`config.mk`:
```
export PLATFORM = sky130hd
export DESIGN_NAME = msc_ram
export DESIGN_NICKNAME = d
export VERILOG_FILES = /design/src/sv/msc_ram.sv
export SDC_FILE = /design/constraint.sdc
export NUM_CORES = 1
export LEC_CHECK = 0
export ABC_AREA = 1
export BUFFER_PORTS_ARGS = -buffer_cell sky130_fd_sc_hd__buf_2
export CORE_UTILIZATION = 45
export CTS_BUF_LIST = sky130_fd_sc_hd__clkbuf_8
export CTS_CLUSTER_SIZE = 12
export DETAILED_ROUTE_END_ITERATION = 8
export PLACE_DENSITY_LB_ADDON = 0.05
export SLEW_MARGIN = 20
export SYNTH_ARGS = -nofsm -noshare
export SYNTH_HDL_FRONTEND = slang
export SYNTH_SLANG_ARGS = --single-unit
```
`constraint.sdc`:
```
create_clock -name i_clk -period 1.28 [get_ports i_clk]
set_clock_uncertainty 0.2 [all_clocks]
set_input_delay 0.192 -clock i_clk [delete_from_list [all_inputs] [get_ports i_clk]]
set_output_delay 0.192 -clock i_clk [all_outputs]
set_load 0.05 [all_outputs]
```
`src/sv/msc_ram.sv`:
```
// Simple dual-port RAM with one write port and one registered read port.
// Generic storage for the collector; it uses no package.
module msc_ram #(
    parameter int W = 8,
    parameter int D = 16
) (
    input  logic                 i_clk,
    input  logic                 i_we,
    input  logic [$clog2(D)-1:0] i_waddr,
    input  logic [W-1:0]         i_wdata,
    input  logic [$clog2(D)-1:0] i_raddr,
    output logic [W-1:0]         o_rdata
);
    logic [W-1:0] r_mem [D];

    always_ff @(posedge i_clk) begin
        if (i_we) begin
            r_mem[i_waddr] <= i_wdata;
        end
        o_rdata <= r_mem[i_raddr];
    end

endmodule

```
Yosys cells after proc, flatten, opt, wreduce, memory -nomap -nowiden
Memories as Yosys holds them, arrays and structs flattened. A register that Yosys moved wholly into a read port is not among the register bits.
Cells that the tools add are included.
{"block": "word_totals", "regBits": 0, "latchBits": 0, "ram_bits": 128, "mem_bits_ro": 0, "wordCells": 3, "n_memories": 1}
{"block": "op_classes", "n_addsub": 0, "multipliers": 0, "div": 0, "magnitude_cmp": 0, "n_eq_ne": 0, "shifts": 0, "n_mux": 2, "n_bitwise": 0, "n_reduce_logical": 0}
{"memory": "r_mem", "depth": 16, "word_bits": 8, "read_ports": 1, "rd_clocked_by_memory_dff": 1, "wr": 1, "line_no": "14", "source": "logic [W-1:0] r_mem [D];"}
{"cell": "$mux W1", "n": 2}

Logic depth before layout (Yosys ltp)
{"block": "logic_depth", "word_depth": 2, "mapped_depth": 8, "ltp_nobuf": 7}

Worst setup path before layout
OpenSTA, ideal clock, no wires.
{"block": "synth_path", "path_type": "input -> register", "from": "in i_waddr[3]", "to": "mem r_mem[4][0], enable pin", "setup_ns": 0.370, "arrival_ns": 0.773, "required_time_ns": 0.710, "setup_slack_ns": -0.063, "cell_stages": 2, "path_buffers": 0, "path_cell_list": "nand3b_1 -> nor2_1"}
{"item": "start: declaration", "line_no": "9", "source": "input logic [$clog2(D)-1:0] i_waddr,"}
{"item": "end: declaration", "line_no": "14"}
Straight into the memory's write port.

Worst setup path after layout
{"block": "layout_path", "from": "reg o_rdata[4], read port of r_mem", "to": "out o_rdata[4]"}
{"item": "start: declaration", "line_no": "12", "source": "output logic [W-1:0] o_rdata"}
No word-level cell between the ends.

==> flow_metrics.tcl <==
set metrics [dict create \
    outcome "finished, violations left" \
    violations "negative setup slack" \
    r2r_cells 6 \
    m1WireLength_um 6170 \
    critPathKind "reg2out" \
    antenna_found_initial 0 \
    routed-wl-met2_um 6190 \
    final_hold_viol_count 0 \
    ys.flop_type "edfxtp_1" \
    viasPerCell 4.74 \
    synth_area_mm2 0.00577 \
    grt_max_degree 65 \
    synth_top_cell_area_share_pct 66.7 \
    min_delay_path_depth 6 \
    vdd_drop_max_mv 0.855 \
    ys_seq_area_share_pct 69.4 \
    cp.depth 1 \
    dieWidth_um 115 \
    rows 40 \
    place_congestion 0.786 \
    fin_crit_ps 1350 \
    postSynth.asyncResetShare_pct 0 \
    die_h_um 115 \
    highest_layer "met4" \
    clock_latency_ps 450 \
    grt_use_total_pct 22.5 \
    cts_sinks 136 \
    routed-via-count 3737 \
    placedCellCount 747 \
    max_freq_mhz 739 \
    ios 26 \
    diodes 0 \
    cts.path.max_buffers 2 \
    met3_length_um 775 \
    critPathLaunchType "flop" \
    fin_ws_ps -73.2 \
    path_clk_slew_ps 80 \
    syn_nets 569 \
    port_buffers 25 \
    synth_common_cells "nand2_1 (173), edfxtp_1 (128), inv_1 (100)" \
    dieArea_mm2 0.0133 \
    synth_top_area_cell "edfxtp_1" \
    routedWlPerCell_um 16.9 \
    max_stage_delay_ps 370 \
    endpoint_kind "primary output" \
    pwr_density_cell_mw_per_mm2 1480 \
    grt_setup_unrepaired "yes" \
    drc 0 \
    drtIter0Drc 292 \
    holdWs_ps 57.8 \
    slew_headroom_pct 73.5 \
    root_buffer "clkbuf_8" \
    grt_pass1_vias 3622 \
    nets 625 \
    core_area_mm2 0.0123 \
    synth.avg_cell_area_um2 10.5 \
    initial_core_util_pct 47.0 \
    drive_gt1_share_pct 17.1 \
    globalRoute.totalOverflow 0 \
    cts_tree "yes" \
    leakage_nw 3.02 \
    crit_chain "buf_8" \
    wirelength_um 13300 \
    critPathSlowestCell "dfxtp_4" \
    worst_ep_required_time_ps 890 \
    synthTopCellsByArea "edfxtp_1 (67%), nand2_1 (11%), nand3_1 (8.4%)" \
    synth_enable_flop_cells 128 \
    cp_max_fo 1 \
    numCtsBuffers 17 \
    maxCapViolCount 0 \
    synthCells 551 \
    areaGrowthSynthToFinish_pct 21.1 \
    ys_ff_latch 136 \
    min_path_type "in2reg" \
    tns_ps -437 \
    hpwl_um 8430 \
    worstPathBufferInverterCount 1 \
    worst_pin_slew_ps 397 \
    cts-htree-levels 4 \
    grt_pass1_wl_um 20700 \
    ant_nets 0 \
    arrival_ps 960 \
    finalSetupViolCount 8 \
    critical-path-top-delay-family "flip-flops" \
    synth_cell_types 12 \
    fin_crit_sh_pct 106 \
    total_power_mw 10.3 \
    yosys_warnings 0 \
    yosysMostFrequentCell "nand2_1" \
    final_max_slew_viol_count 0 \
    stdcell_count 788 \
    first_pass_iters 7 \
]
-- layout make-up --
type	count	area [um^2]
clock buffers	19	262
clock inverters	13	248
fillers	1099	5280
inverters	102	383
multi-input cells	289	1270
flip-flops and latches	136	4020
well taps	168	210
repair buffers	61	598
-- timing repair --
| item | in CTS | in global routing |
|---|---|---|
| setup endpoints to repair | 8 | 13 |
| hold buffers | 9 | 0 |
| cloned | 0 | 0 |
| buffers inserted | 0 | 0 |
| endpoints found under the hold margin | 135 | 0 |
| gates resized for setup | 32 | 9 |
-- power breakdown --
| group | switching, mW | internal, mW | leakage [nW] |
|---|---|---|---|
| registers | 0.0449 | 4.98 | 1.22 |
| logic | 0.541 | 0.292 | 1.54 |
| clock network | 1.64 | 2.81 | 0.254 |
| total | 2.23 | 8.08 | 3.02 |
-- worst paths after layout --
| check | slack [ps] | endpoint | start |
|---|---|---|---|
| worst max register to register | 80 | o_rdata[6]$_DFF_P_ | r_mem[0][6]$_DFFE_PP_ |
| worst min-delay path | 60 | o_rdata[0]$_DFF_P_ | i_raddr[2] |
| worst min register to register | 460 | o_rdata[0]$_DFF_P_ | r_mem[10][0]$_DFFE_PP_ |
| worst max-delay path | -70 | o_rdata[4] | o_rdata[4]$_DFF_P_ |
-- kinds of logic after synthesis --
logic type | share of synthesized area (%)
AND/OR/NAND/NOR | 21.0
buffers and inverters | 9.52
flip-flops | 69.4
-- state kept, by name, summed over array words and instances (netlist names) --
signal and count:
r_mem 128, o_rdata 8
-- layout by cell type, fill, tap and decap left out, types with 9 or more instances in the layout --
master         instances
nand3_1               89
dlygate4sd3_1          9
nand2_1              173
inv_1                101
buf_2                 17
edfxtp_1             128
clkbuf_8              19
buf_4                 19
nor2_1                12
-- per-layer routing --
metal  up-vias  track usage [%]
li1       1880                -
met1      1738             31.7
met2       107             33.2
met3        12             4.64
met4         0             11.7
met5         -                0
-- worst register-to-register path, stage by stage, from the launching register on --
cell and delay, ps:
edfxtp_1 390, inv_1 70, nand2_1 50, nand3_1 70, nand3_1 110, nand3_1 120
nand2_1 90
-- metrics by stage --
step	instance area, um^2	worst slack (ps)	util (%)
floorplan	5780	-62.8	-
global placement	6250	-212	51.0
detailed placement	6250	-216	51.0
CTS	6940	-107	56.6
global route	6980	-118	56.9
finish	6980	-73.2	56.9
(Power assumes the default switching activity.)
