File: config.mk
export PLATFORM = sky130hd
export DESIGN_NAME = msc_seq
export DESIGN_NICKNAME = d
export VERILOG_FILES = /design/src/sv/msc_pkg.sv /design/src/sv/msc_seq.sv
export SDC_FILE = /design/constraint.sdc
export NUM_CORES = 1
export LEC_CHECK = 0
export ABC_AREA = 1
export ABC_CLOCK_PERIOD_IN_PS = 3400
export CAP_MARGIN = 20
export CORE_ASPECT_RATIO = 0.8
export CORE_MARGIN = 4
export CORE_UTILIZATION = 40
export CTS_CLUSTER_DIAMETER = 150
export DETAILED_ROUTE_END_ITERATION = 8
export DONT_BUFFER_PORTS = 1
export GPL_ROUTABILITY_DRIVEN = 0
export SYNTH_ARGS = -nofsm -noshare
export SYNTH_HDL_FRONTEND = slang
export SYNTH_SLANG_ARGS = --single-unit
File: constraint.sdc
create_clock -name i_clk -period 3.4 [get_ports i_clk]
set_input_delay 0.17 -clock i_clk [delete_from_list [all_inputs] [get_ports i_clk]]
set_output_delay 0.17 -clock i_clk [all_outputs]
set_load 0.02 [all_outputs]
File: src/sv/msc_pkg.sv
// Shared types, constants and helper functions for the mark-sweep cell collector.
// This package has no dependencies. The sequencer and the top level import it; the RAM does not.
package msc_pkg;

    localparam int PAIR_CELLS  = 512;
    localparam int INT_CELLS   = 512;
    localparam int ROOT_SLOTS  = 8;
    localparam int STACK_DEPTH = 256;

    localparam int IDX_W   = 9;
    localparam int HEAD_W  = 10;
    localparam int CNT_W   = 9;
    localparam int SP_W    = 8;
    localparam int SLOT_W  = 3;
    localparam int CST_W   = 2;

    localparam logic [HEAD_W-1:0] HEAD_END  = HEAD_W'(PAIR_CELLS);
    localparam logic [IDX_W-1:0]  CELL_LAST = IDX_W'(PAIR_CELLS - 1);
    localparam logic [SLOT_W-1:0] ROOT_LAST = SLOT_W'(ROOT_SLOTS - 1);

    localparam logic [1:0] KIND_NULL = 2'd0;
    localparam logic [1:0] KIND_INT  = 2'd1;
    localparam logic [1:0] KIND_PAIR = 2'd2;

    localparam logic [CST_W-1:0] CS_FREE     = 2'd0;
    localparam logic [CST_W-1:0] CS_UNMARKED = 2'd1;
    localparam logic [CST_W-1:0] CS_MARKED   = 2'd2;

    localparam logic [2:0] OP_ALLOC_PAIR = 3'd0;
    localparam logic [2:0] OP_ALLOC_INT  = 3'd1;
    localparam logic [2:0] OP_WRITE_PAIR = 3'd2;
    localparam logic [2:0] OP_SET_ROOT   = 3'd3;
    localparam logic [2:0] OP_PUSH_LOCAL = 3'd4;
    localparam logic [2:0] OP_POP_LOCAL  = 3'd5;
    localparam logic [2:0] OP_COLLECT    = 3'd6;

    localparam logic [1:0] STS_OK        = 2'd0;
    localparam logic [1:0] STS_EMPTY     = 2'd1;
    localparam logic [1:0] STS_TRACE_OVF = 2'd2;
    localparam logic [1:0] STS_LOCAL_OVF = 2'd3;

    typedef struct packed {
        logic [1:0]       kind;
        logic [IDX_W-1:0] idx;
    } t_ref;

    localparam int REF_W = $bits(t_ref);

    typedef struct packed {
        logic [2:0] opcode;
        logic [8:0] cell_index;
        logic [2:0] root_slot;
        logic [1:0] car_kind;
        logic [8:0] car_index;
        logic [1:0] cdr_kind;
        logic [8:0] cdr_index;
    } t_in_req;

    typedef struct packed {
        logic [1:0] status;
        logic [1:0] ref_kind;
        logic [8:0] ref_index;
    } t_out_req;

    typedef enum logic [4:0] {
        S_CLEAR, S_IDLE, S_AP_WR, S_AI_WR, S_WP_WR, S_PU_WR, S_PO_ST, S_PO_WR,
        S_CR_RD, S_CR_EV, S_CL_RD, S_CL_ST, S_CL_EV, S_TR_POP, S_TR_RD,
        S_TR_KID, S_TR_ST, S_TR_EV, S_SW_RD, S_SW_WR, S_RESP
    } t_state;

    function automatic t_ref mk_ref(logic [1:0] kind, logic [IDX_W-1:0] idx);
        t_ref r;
        r = '0;
        if (kind == KIND_INT || kind == KIND_PAIR) begin
            r.kind = kind;
            r.idx  = idx;
        end
        return r;
    endfunction

    function automatic logic [CST_W-1:0] sel_state(t_ref r, logic [CST_W-1:0] pst,
                                                   logic [CST_W-1:0] ist);
        logic [CST_W-1:0] s;
        s = CS_FREE;
        if (r.kind == KIND_INT) begin
            s = ist;
        end else if (r.kind == KIND_PAIR) begin
            s = pst;
        end
        return s;
    endfunction

endpackage

File: src/sv/msc_seq.sv
// Sequencer and datapath of the collector: request decode, free lists, locals,
// mark tracing and sweeping. It drives the cell memories held in the top level.
// Depends on msc_pkg.
module msc_seq (
    input  logic                     i_clk,
    input  logic                     i_rst_n,
    input  logic                     i_in_valid,
    output logic                     o_in_stall,
    input  msc_pkg::t_in_req         i_in_req,
    output logic                     o_out_valid,
    input  logic                     i_out_stall,
    output msc_pkg::t_out_req        o_out_req,
    output logic                     o_car_we,
    output logic [8:0]               o_car_waddr,
    output msc_pkg::t_ref            o_car_wdata,
    output logic [8:0]               o_car_raddr,
    input  msc_pkg::t_ref            i_car_rdata,
    output logic                     o_cdr_we,
    output logic [8:0]               o_cdr_waddr,
    output msc_pkg::t_ref            o_cdr_wdata,
    output logic [8:0]               o_cdr_raddr,
    input  msc_pkg::t_ref            i_cdr_rdata,
    output logic                     o_pst_we,
    output logic [8:0]               o_pst_waddr,
    output logic [1:0]               o_pst_wdata,
    output logic [8:0]               o_pst_raddr,
    input  logic [1:0]               i_pst_rdata,
    output logic                     o_ist_we,
    output logic [8:0]               o_ist_waddr,
    output logic [1:0]               o_ist_wdata,
    output logic [8:0]               o_ist_raddr,
    input  logic [1:0]               i_ist_rdata,
    output logic                     o_lnk_we,
    output logic [8:0]               o_lnk_waddr,
    output logic [9:0]               o_lnk_wdata,
    output logic [8:0]               o_lnk_raddr,
    input  logic [9:0]               i_lnk_rdata,
    output logic                     o_loc_we,
    output logic [7:0]               o_loc_waddr,
    output msc_pkg::t_ref            o_loc_wdata,
    output logic [7:0]               o_loc_raddr,
    input  msc_pkg::t_ref            i_loc_rdata,
    output logic                     o_trc_we,
    output logic [7:0]               o_trc_waddr,
    output msc_pkg::t_ref            o_trc_wdata,
    output logic [7:0]               o_trc_raddr,
    input  msc_pkg::t_ref            i_trc_rdata
);
    import msc_pkg::*;

    t_state              r_state, n_state;
    logic [IDX_W-1:0]    r_idx, n_idx;
    logic [HEAD_W-1:0]   r_phead, n_phead;
    logic [HEAD_W-1:0]   r_ihead, n_ihead;
    logic [CNT_W-1:0]    r_lcnt, n_lcnt;
    logic [CNT_W-1:0]    r_tcnt, n_tcnt;
    t_ref                r_roots [ROOT_SLOTS];
    t_ref                n_roots [ROOT_SLOTS];
    logic [IDX_W-1:0]    r_cell, n_cell;
    t_ref                r_car, n_car;
    t_ref                r_cdr, n_cdr;
    t_ref                r_ref, n_ref;
    t_ref                r_kid, n_kid;
    t_ref                r_res, n_res;
    logic [1:0]          r_status, n_status;
    logic                r_second, n_second;
    logic                r_abort, n_abort;
    logic                r_out_valid, n_out_valid;
    t_out_req            r_out, n_out;

    t_ref                in_car;
    t_ref                in_cdr;
    t_ref                root_cur;
    logic [CST_W-1:0]    cur_st;
    logic [CNT_W-1:0]    lcnt_dec;
    logic [CNT_W-1:0]    tcnt_dec;
    logic [CNT_W-1:0]    idx_inc;
    logic                st_we;
    logic [CST_W-1:0]    st_val;
    logic                push_go;
    logic                push_ovf;

    assign in_car   = mk_ref(i_in_req.car_kind, i_in_req.car_index);
    assign in_cdr   = mk_ref(i_in_req.cdr_kind, i_in_req.cdr_index);
    assign root_cur = r_roots[r_idx[SLOT_W-1:0]];
    assign cur_st   = sel_state(r_ref, i_pst_rdata, i_ist_rdata);
    assign lcnt_dec = r_lcnt - CNT_W'(1);
    assign tcnt_dec = r_tcnt - CNT_W'(1);
    assign idx_inc  = {1'b0, r_idx[IDX_W-2:0]} + CNT_W'(1);
    assign push_ovf = r_tcnt[CNT_W-1];

    assign o_in_stall  = (r_state != S_IDLE);
    assign o_out_valid = r_out_valid;
    assign o_out_req   = r_out;

    always_comb begin
        n_state     = r_state;
        n_idx       = r_idx;
        n_phead     = r_phead;
        n_ihead     = r_ihead;
        n_lcnt      = r_lcnt;
        n_tcnt      = r_tcnt;
        n_roots     = r_roots;
        n_cell      = r_cell;
        n_car       = r_car;
        n_cdr       = r_cdr;
        n_ref       = r_ref;
        n_kid       = r_kid;
        n_res       = r_res;
        n_status    = r_status;
        n_second    = r_second;
        n_abort     = r_abort;
        n_out_valid = r_out_valid & i_out_stall;
        n_out       = r_out;

        o_car_we = 1'b0; o_car_waddr = r_idx; o_car_wdata = '0; o_car_raddr = r_idx;
        o_cdr_we = 1'b0; o_cdr_waddr = r_idx; o_cdr_wdata = '0; o_cdr_raddr = r_idx;
        o_pst_we = 1'b0; o_pst_waddr = r_idx; o_pst_wdata = CS_FREE; o_pst_raddr = r_idx;
        o_ist_we = 1'b0; o_ist_waddr = r_idx; o_ist_wdata = CS_FREE; o_ist_raddr = r_idx;
        o_lnk_we = 1'b0; o_lnk_waddr = r_idx; o_lnk_wdata = '0; o_lnk_raddr = r_idx;
        o_loc_we = 1'b0; o_loc_waddr = r_lcnt[SP_W-1:0]; o_loc_wdata = r_car;
        o_loc_raddr = r_idx[SP_W-1:0];
        o_trc_we = 1'b0; o_trc_waddr = r_tcnt[SP_W-1:0]; o_trc_wdata = r_ref;
        o_trc_raddr = tcnt_dec[SP_W-1:0];

        st_we   = 1'b0;
        st_val  = CS_MARKED;
        push_go = 1'b0;

        unique case (r_state)
            S_CLEAR: begin
                o_car_we    = 1'b1;
                o_cdr_we    = 1'b1;
                o_cdr_wdata = (r_idx == '0) ? '0 : t_ref'({KIND_PAIR, r_idx - IDX_W'(1)});
                o_pst_we    = 1'b1;
                o_ist_we    = 1'b1;
                o_lnk_we    = 1'b1;
                o_lnk_wdata = (r_idx == '0) ? HEAD_END : {1'b0, r_idx - IDX_W'(1)};
                if (r_idx == CELL_LAST) begin
                    n_idx   = '0;
                    n_state = S_IDLE;
                end else begin
                    n_idx = r_idx + IDX_W'(1);
                end
            end
            S_IDLE: begin
                o_cdr_raddr = r_phead[IDX_W-1:0];
                o_lnk_raddr = r_ihead[IDX_W-1:0];
                o_pst_raddr = (i_in_req.opcode == OP_WRITE_PAIR) ? i_in_req.cell_index
                                                                 : in_car.idx;
                o_ist_raddr = in_car.idx;
                o_loc_raddr = lcnt_dec[SP_W-1:0];
                if (i_in_valid) begin
                    n_cell   = i_in_req.cell_index;
                    n_car    = in_car;
                    n_cdr    = in_cdr;
                    n_ref    = in_car;
                    n_status = STS_OK;
                    n_res    = '0;
                    n_state  = S_RESP;
                    case (i_in_req.opcode)
                        OP_ALLOC_PAIR: begin
                            if (r_phead[HEAD_W-1]) begin
                                n_status = STS_EMPTY;
                            end else begin
                                n_state = S_AP_WR;
                            end
                        end
                        OP_ALLOC_INT: begin
                            if (r_ihead[HEAD_W-1]) begin
                                n_status = STS_EMPTY;
                            end else begin
                                n_state = S_AI_WR;
                            end
                        end
                        OP_WRITE_PAIR: begin
                            n_state = S_WP_WR;
                        end
                        OP_SET_ROOT: begin
                            n_roots[i_in_req.root_slot] = in_car;
                        end
                        OP_PUSH_LOCAL: begin
                            if (in_car.kind == KIND_NULL) begin
                                n_status = STS_EMPTY;
                            end else begin
                                n_state = S_PU_WR;
                            end
                        end
                        OP_POP_LOCAL: begin
                            if (r_lcnt == '0) begin
                                n_status = STS_EMPTY;
                            end else begin
                                n_lcnt  = lcnt_dec;
                                n_state = S_PO_ST;
                            end
                        end
                        OP_COLLECT: begin
                            n_tcnt  = '0;
                            n_idx   = '0;
                            n_abort = 1'b0;
                            n_state = S_CR_RD;
                        end
                        default: begin
                        end
                    endcase
                end
            end
            S_AP_WR: begin
                o_pst_we    = 1'b1;
                o_pst_waddr = r_phead[IDX_W-1:0];
                o_pst_wdata = CS_UNMARKED;
                o_car_we    = 1'b1;
                o_car_waddr = r_phead[IDX_W-1:0];
                o_cdr_we    = 1'b1;
                o_cdr_waddr = r_phead[IDX_W-1:0];
                n_res       = t_ref'({KIND_PAIR, r_phead[IDX_W-1:0]});
                n_phead     = (i_cdr_rdata.kind == KIND_PAIR) ? {1'b0, i_cdr_rdata.idx}
                                                              : HEAD_END;
                n_state     = S_RESP;
            end
            S_AI_WR: begin
                o_ist_we    = 1'b1;
                o_ist_waddr = r_ihead[IDX_W-1:0];
                o_ist_wdata = CS_UNMARKED;
                n_res       = t_ref'({KIND_INT, r_ihead[IDX_W-1:0]});
                n_ihead     = i_lnk_rdata[HEAD_W-1] ? HEAD_END : i_lnk_rdata;
                n_state     = S_RESP;
            end
            S_WP_WR: begin
                if (i_pst_rdata != CS_FREE) begin
                    o_car_we    = 1'b1;
                    o_car_waddr = r_cell;
                    o_car_wdata = r_car;
                    o_cdr_we    = 1'b1;
                    o_cdr_waddr = r_cell;
                    o_cdr_wdata = r_cdr;
                end
                n_state = S_RESP;
            end
            S_PU_WR: begin
                if (cur_st == CS_FREE) begin
                    n_status = STS_EMPTY;
                end else if (r_lcnt[CNT_W-1]) begin
                    n_status = STS_LOCAL_OVF;
                end else begin
                    st_we    = 1'b1;
                    o_loc_we = 1'b1;
                    n_lcnt   = r_lcnt + CNT_W'(1);
                end
                n_state = S_RESP;
            end
            S_PO_ST: begin
                n_res       = i_loc_rdata;
                n_ref       = i_loc_rdata;
                o_pst_raddr = i_loc_rdata.idx;
                o_ist_raddr = i_loc_rdata.idx;
                n_state     = S_PO_WR;
            end
            S_PO_WR: begin
                if (cur_st != CS_FREE) begin
                    st_we  = 1'b1;
                    st_val = CS_UNMARKED;
                end
                n_state = S_RESP;
            end
            S_CR_RD: begin
                n_ref       = root_cur;
                o_pst_raddr = root_cur.idx;
                o_ist_raddr = root_cur.idx;
                n_state     = S_CR_EV;
            end
            S_CR_EV: begin
                push_go = (cur_st != CS_FREE);
                if (push_go && push_ovf) begin
                    n_abort = 1'b1;
                    n_idx   = '0;
                    n_state = S_SW_RD;
                end else if (r_idx[SLOT_W-1:0] == ROOT_LAST) begin
                    n_idx   = '0;
                    n_state = (r_lcnt == '0) ? S_TR_POP : S_CL_RD;
                end else begin
                    n_idx   = r_idx + IDX_W'(1);
                    n_state = S_CR_RD;
                end
            end
            S_CL_RD: begin
                n_state = S_CL_ST;
            end
            S_CL_ST: begin
                n_ref       = i_loc_rdata;
                o_pst_raddr = i_loc_rdata.idx;
                o_ist_raddr = i_loc_rdata.idx;
                n_state     = S_CL_EV;
            end
            S_CL_EV: begin
                push_go = (cur_st != CS_FREE);
                if (push_go && push_ovf) begin
                    n_abort = 1'b1;
                    n_idx   = '0;
                    n_state = S_SW_RD;
                end else if (idx_inc == r_lcnt) begin
                    n_idx   = '0;
                    n_state = S_TR_POP;
                end else begin
                    n_idx   = idx_inc[IDX_W-1:0];
                    n_state = S_CL_RD;
                end
            end
            S_TR_POP: begin
                if (r_tcnt == '0) begin
                    n_idx   = '0;
                    n_state = S_SW_RD;
                end else begin
                    n_tcnt  = tcnt_dec;
                    n_state = S_TR_RD;
                end
            end
            S_TR_RD: begin
                o_car_raddr = i_trc_rdata.idx;
                o_cdr_raddr = i_trc_rdata.idx;
                n_state     = (i_trc_rdata.kind == KIND_PAIR) ? S_TR_KID : S_TR_POP;
            end
            S_TR_KID: begin
                n_ref       = i_cdr_rdata;
                n_kid       = i_car_rdata;
                n_second    = 1'b0;
                o_pst_raddr = i_cdr_rdata.idx;
                o_ist_raddr = i_cdr_rdata.idx;
                n_state     = S_TR_EV;
            end
            S_TR_ST: begin
                o_pst_raddr = r_ref.idx;
                o_ist_raddr = r_ref.idx;
                n_second    = 1'b1;
                n_state     = S_TR_EV;
            end
            S_TR_EV: begin
                push_go = (cur_st == CS_UNMARKED);
                if (push_go && push_ovf) begin
                    n_abort = 1'b1;
                    n_idx   = '0;
                    n_state = S_SW_RD;
                end else if (!r_second) begin
                    n_ref   = r_kid;
                    n_state = S_TR_ST;
                end else begin
                    n_state = S_TR_POP;
                end
            end
            S_SW_RD: begin
                n_state = S_SW_WR;
            end
            S_SW_WR: begin
                if (i_ist_rdata == CS_MARKED) begin
                    o_ist_we    = 1'b1;
                    o_ist_wdata = CS_UNMARKED;
                end else if (i_ist_rdata == CS_UNMARKED && !r_abort) begin
                    o_ist_we    = 1'b1;
                    o_lnk_we    = 1'b1;
                    o_lnk_wdata = r_ihead;
                    n_ihead     = {1'b0, r_idx};
                end
                if (i_pst_rdata == CS_MARKED) begin
                    o_pst_we    = 1'b1;
                    o_pst_wdata = CS_UNMARKED;
                end else if (i_pst_rdata == CS_UNMARKED && !r_abort) begin
                    o_pst_we    = 1'b1;
                    o_car_we    = 1'b1;
                    o_cdr_we    = 1'b1;
                    o_cdr_wdata = r_phead[HEAD_W-1] ? '0
                                                    : t_ref'({KIND_PAIR, r_phead[IDX_W-1:0]});
                    n_phead     = {1'b0, r_idx};
                end
                if (r_idx == CELL_LAST) begin
                    n_tcnt   = '0;
                    n_status = r_abort ? STS_TRACE_OVF : STS_OK;
                    n_state  = S_RESP;
                end else begin
                    n_idx   = r_idx + IDX_W'(1);
                    n_state = S_SW_RD;
                end
            end
            S_RESP: begin
                if (!r_out_valid || !i_out_stall) begin
                    n_out_valid = 1'b1;
                    n_out       = '{status: r_status, ref_kind: r_res.kind,
                                    ref_index: r_res.idx};
                    n_state     = S_IDLE;
                end
            end
        endcase

        if (push_go && !push_ovf) begin
            st_we    = 1'b1;
            o_trc_we = 1'b1;
            n_tcnt   = r_tcnt + CNT_W'(1);
        end
        if (st_we) begin
            o_pst_we    = (r_ref.kind == KIND_PAIR);
            o_pst_waddr = r_ref.idx;
            o_pst_wdata = st_val;
            o_ist_we    = (r_ref.kind == KIND_INT);
            o_ist_waddr = r_ref.idx;
            o_ist_wdata = st_val;
        end
    end

    always_ff @(posedge i_clk) begin
        if (!i_rst_n) begin
            r_state     <= S_CLEAR;
            r_idx       <= '0;
            r_phead     <= HEAD_W'(PAIR_CELLS - 1);
            r_ihead     <= HEAD_W'(INT_CELLS - 1);
            r_lcnt      <= '0;
            r_tcnt      <= '0;
            r_roots     <= '{default: '0};
            r_second    <= 1'b0;
            r_abort     <= 1'b0;
            r_out_valid <= 1'b0;
        end else begin
            r_state     <= n_state;
            r_idx       <= n_idx;
            r_phead     <= n_phead;
            r_ihead     <= n_ihead;
            r_lcnt      <= n_lcnt;
            r_tcnt      <= n_tcnt;
            r_roots     <= n_roots;
            r_second    <= n_second;
            r_abort     <= n_abort;
            r_out_valid <= n_out_valid;
        end
        r_cell   <= n_cell;
        r_car    <= n_car;
        r_cdr    <= n_cdr;
        r_ref    <= n_ref;
        r_kid    <= n_kid;
        r_res    <= n_res;
        r_status <= n_status;
        r_out    <= n_out;
    end

endmodule

Word level (Yosys, flattened, before mapping)
Index checks and enable logic that the tools add are counted.
Widths: inputs -> output; s select.

cells by class
  add/sub/neg operators = 7
  multiply operators = 0
  div/mod/pow operators = 0
  order comparisons = 3
  equal/unequal tests = 67
  shift operators = 0
  mux-type cells = 136
  bitwise gates (word level) = 3
  reductions and logical operators = 52

operators by type and width
  operator             count
  $mux 9               26
  $mux 11              15
  $mux 10              9
  $pmux 9 s5           2
  $bwmux 88            1
  $pmux 5 s16          1
  $pmux 9 s7           1
  $mux 5               12
  $pmux 10 s2          3
  $pmux 11 s5          1
  $pmux 9 s2           3
  $pmux 11 s4          1
  $eq 5x4->1 const B   8
  $ne 2x2->1 const B   17
  $bmux 11 s3          1
  $demux 11 s3         1
  $pmux 11 s3          1
  $pmux 5 s6           1
  $add 9x1->9 const B  3
  $logic_not 9->1      3
  $mux 1               27
  $pmux 9 s3           1
  $sub 9x1->9 const B  3
  $eq 5x5->1 const B   5
  other kinds (44)     122

word-level totals
  bits in registers = 222
  latch bits = 0
  RAM bits = 0
  ROM bits = 0
  input port bits = 99
  output and inout port bits = 202
  memories = 0

Depth between registers and ports, before layout
  word-level depth = 8
  gate-level depth with buffers = 16
  mapped depth without buffers = 15

Least setup slack after synthesis
Ideal clock, no wire load.

  path kind = reg2out
  start point = reg r_idx[0] (netlist: o_lnk_waddr[0])
  end point = out o_lnk_wdata[4]
  arrival = 2,694 ps
  path slack = 536 ps
  stages on the path, launching flop included = 15
  path through = dfxtp_1 > buf_2 > inv_1 > clkbuf_1 > buf_2 > buf_2 > ha_1 > nand2_1 > nor3_1 > and3_1 > inv_1 > nor2_1 > nor2_1 > o31ai_1 > o21ai_0

on the way
  cells in the longest elaborated chain, start to end = 3
  elaborated cells between the ends (all ways) = 4

RTL lines
  what                                                   line            RTL
  start, declared                                        msc_seq.sv:52   logic [IDX_W-1:0] r_idx, n_idx;
  start signal, assigned                                 msc_seq.sv:422  r_idx <= n_idx;
  $sub 9x1->9 / $logic_not 9->1 (equally long branches)  msc_seq.sv:138  o_lnk_wdata = (r_idx == '0) ? HEAD_END : {1'b0, r_idx - IDX_W'(1)};
  $mux 10 *                                              msc_seq.sv:138
  $pmux 10 s2 *                                          msc_seq.sv:130  unique case (r_state)
  end, declared                                          msc_seq.sv:35   output logic [9:0] o_lnk_wdata,

Every way passes the cells marked *; elsewhere a longest branch is shown, timed or not.

Worst setup path after layout
  start point = reg r_state[4]
  end point = out o_pst_raddr[6]

on the way
  cells in the longest elaborated chain, start to end = 3
  elaborated cells between the ends (all ways) = 8

RTL lines
  what                                             line            RTL
  start, declared                                  msc_seq.sv:51   t_state r_state, n_state;
  start signal, assigned                           msc_seq.sv:421  r_state <= n_state;
  $eq 5x4->1 / $eq 5x3->1 (equally long branches)  msc_seq.sv:130
  $reduce_or 2->1 (no line)                        -
  $pmux 9 s5 *                                     msc_seq.sv:130
  end, declared                                    msc_seq.sv:26   output logic [8:0] o_pst_raddr,

Marked as above.

==> out/qor.csv <==
stage;metric;value;unit
route;dr.pass1.iters;6;
power;leakage;6.47;nW
floorplan;io_pins;301;
synthesis;muxShareOfSynthArea;0;
timing;clock_skew;0.0180;ns
synthesis;synth-seq-cells;222;
route;wirelength;53700;um
worst_setup_path;critPathKind;reg -> out;
synthesis;syn_inst;1826;
worst_setup_path;crit_chain;inv_2 -> nand2_1 -> inv_2 -> nand2_1 -> buf_4 -> inv_1 -> nor2_4 -> inv_1 -> nand2_1 -> nand2_1 -> nor2_1 -> o221ai_1;
synthesis;synth_xor_xnor_area_share;0.0176;
final_layout;area_delta_synth_final;15.5;%
placement;port_buffers;0;
synthesis;synthFlopType;dfxtp_1;
clock_tree;clk_pin_slew;0.07;ns
timing;report.final.setup_viol;0;
floorplan;core_area;31600;sq um
placement;placed_area;13500;sq um
placement;placed_cells;2209;
timing;timing.final.crit_share;0.952;
worst_setup_path;cp_slowest_cell;dfxtp_1;
route;drcViolationCount;0;
timing;timing.fmax;0.309;GHz
synthesis;synth_area_per_cell;7.07;sq um
synthesis;synth_edf_count;79;
job;cap_violations;0;
final_layout;fin_cells;2321;
global_route;grt_max_degree;98;
clock_tree;clock-sinks;222;
worst_setup_path;cp_top_family;simple AND/OR/NAND/NOR gates;
worst_setup_path;crit_fanout;11;
worst_setup_path;max_stage_delay;0.53;ns
floorplan;row_count;58;
worst_setup_path;cp.required;3.23;ns
final_layout;layout-drive-gt1-share;0.0915;
clock_tree;numCtsBuffers;24;
synthesis;synthAdderAreaFrac;0.0116;
final_layout;final_nets;1994;
global_route;grt_usage;0.289;
synthesis;yosysSeqAreaShare;0.405;
final_layout;final_area;14900;sq um
power;vdd_drop_max;0.286;mV
clock_tree;cts_setup_buffers;0;
power;fin_total_pwr;0.00595;W
route;avgViaCountPerCell;5.88;
synthesis;synth_top_family_by_area;compound AO/OA/AOI/OAI gates;
route;route.vias.total;13600;
clock_tree;root_buffer;clkbuf_16;
final_layout;num-fill-cells;3227;
route;drt-initial-drc-count;1622;
route;wl_per_cell;23.2;um
synthesis;async_flop_share;0;
timing;tns;0;ns
floorplan;die-area;35200;sq um
worst_setup_path;cp.arrival;3.07;ns
final_layout;antennaDiodeCount;0;
route;ant_nets;0;
timing;maxSlewViolCount;0;
synthesis;yosys_warnings;0;
timing;grt_setup_unrepaired;yes;
global_route;grt_overflow;0;
power;power_density;399;nW/um^2
synthesis;yosysUniqueCellTypes;47;
clock_tree;cts_max_path_buffers;3;
floorplan;die_y;169;um
global_route;antenna_found_initial;1;
synthesis;synth-simple-area-share;0.225;
worst_setup_path;path_common_cell;nand2_1;
worst_setup_path;cp-end-kind;output port;
hold_path;hold_class;in -> reg;
synthesis;synth_area;12900;sq um
placement;detailed_place_hpwl;39500;um
global_route;grt_pass1_wl;79500;um
clock_tree;htreeDepth;1;
floorplan;initial_utilization;0.408;
global_route;grt_pass1_vias;12600;
run_status;outcome;finished, final reports clean;
worst_setup_path;critPathBufInv;5;
timing;slew_headroom;0.317;
floorplan;die_w;209;um
synthesis;syn_nets;1937;
clock_tree;cts_tree;yes;
synthesis;synth_compound_area_frac;0.230;
timing;period_needed;3.24;ns
worst_setup_path;cp-start-kind;flip-flop;
clock_tree;insertion_delay;0.54;ns
timing;worst_pin_slew;1.02;ns
timing;finalHoldViolCount;0;
==> metal layers <==
layer / vias to the layer above / global-route usage / wire, um
met5: - / 0 / 11
met4: 2 / 0.0856 / 1860
met3: 134 / 0.0832 / 6910
met2: 931 / 0.432 / 22500
met1: 6355 / 0.407 / 22500
li1: 6226 / - / -
==> cell usage after synthesis (2+ instances only) <==
library cell / n / area share
a211oi_1: 8 / 0.0047
a21oi_1: 154 / 0.060
a31oi_1: 6 / 0.0029
buf_1: 3 / 0.00087
buf_2: 25 / 0.0097
buf_4: 36 / 0.021
clkbuf_1: 61 / 0.018
clkinv_1: 10 / 0.0029
dfxtp_1: 143 / 0.22
edfxtp_1: 79 / 0.18
ha_1: 12 / 0.012
inv_1: 184 / 0.053
inv_2: 13 / 0.0038
nand2_1: 326 / 0.095
nand2_2: 5 / 0.0024
nand3_1: 101 / 0.039
nand3_2: 3 / 0.0023
nand4_1: 9 / 0.0044
nor2_1: 199 / 0.058
nor2_2: 15 / 0.0073
nor2_4: 3 / 0.0026
nor3_1: 18 / 0.0070
o2111ai_1: 2 / 0.0014
o211ai_1: 44 / 0.026
o21ai_0: 276 / 0.11
o21ai_1: 14 / 0.0054
o221ai_1: 21 / 0.014
o22ai_1: 11 / 0.0053
or2_2: 3 / 0.0015
xnor2_1: 4 / 0.0027
xor2_1: 22 / 0.015
==> area by class of cell <==
cell class	count	area [sq um]	area share
multi-input combinational	1271	6280	0.421
clock buffer	30	623	0.0418
tap	420	526	0.0352
sequential	222	5240	0.351
timing repair buffer	157	1370	0.0917
inverter	207	777	0.0521
clock inverter	14	101	0.00680
==> sequential cells by signal, summed over array words and instances, names as in the netlist <==
signal / count
r_roots: 88
o_out_req: 13
o_loc_wdata: 11
o_trc_wdata: 11
r_cdr: 11
r_kid: 11
r_res: 11
r_ihead: 10
r_phead: 10
o_lnk_waddr: 9
r_cell: 9
r_lcnt: 9
r_tcnt: 9
r_state: 5
r_status: 2
o_out_valid: 1
r_abort: 1
r_second: 1
==> what timing repair did <==
| action | CTS | global route |
|---|---|---|
| hold buffers | 67 | 0 |
| gates resized for setup | 0 | 3 |
| endpoints found under the setup margin | 0 | 26 |
| hold endpoints to repair | 166 | 0 |
==> stage by stage <==
stage / setup WS, ns / hold slack (ns) / util
finish: 0.163 / 0.0213 / 0.471
global route: -0.0118 / 0.00870 / 0.471
CTS: 0.124 / 0.00853 / 0.471
detailed placement: 0.620 / 0.269 / 0.426
global placement: 0.660 / 0.269 / 0.426
floorplan: 0.536 / 0.269 / -
==> where the power goes <==
part	internal, W	leakage [nW]	total [W]	switching, W
Clock	0.00138	0.345	0.00252	0.00114
Sequential	0.00275	1.85	0.00276	0.0000116
Combinational	0.000224	4.27	0.000668	0.000444
Total	0.00435	6.47	0.00595	0.00160
==> cells in the final DEF (no fill, tap or decap), drive strengths merged, types with 9 or more instances in the layout <==
cell type,n
nor3,19
nand3,104
o21ai,291
edfxtp,79
a211oi,9
xor2,22
clkinv,21
nand2,332
buf,91
o211ai,44
inv,197
nand4,10
a21oi,154
dlygate4sd3,66
ha,12
o22ai,11
nor2,217
dfxtp,143
o221ai,21
clkbuf,30
==> cells by family after synthesis <==
kind of cell | after synthesis
compound gates | 542
xor+xnor | 26
fa+ha+maj | 12
buf+inv | 333
flops | 222
simple gates | 691
==> path summary, 6_finish.rpt <==
kind | startpoint | end | slack [ns] | depth (start not counted)
max | r_state[4] | o_pst_raddr[6] | 0.16 | 12
min | i_loc_rdata[7] | r_res[7] | 0.02 | 2
max reg2reg | r_state[4] | o_trc_wdata[10] | 0.51 | 11
min reg2reg | r_status[0] | o_out_req[11] | 0.42 | 0
Note: power is estimated with default switching activity, not from simulation.
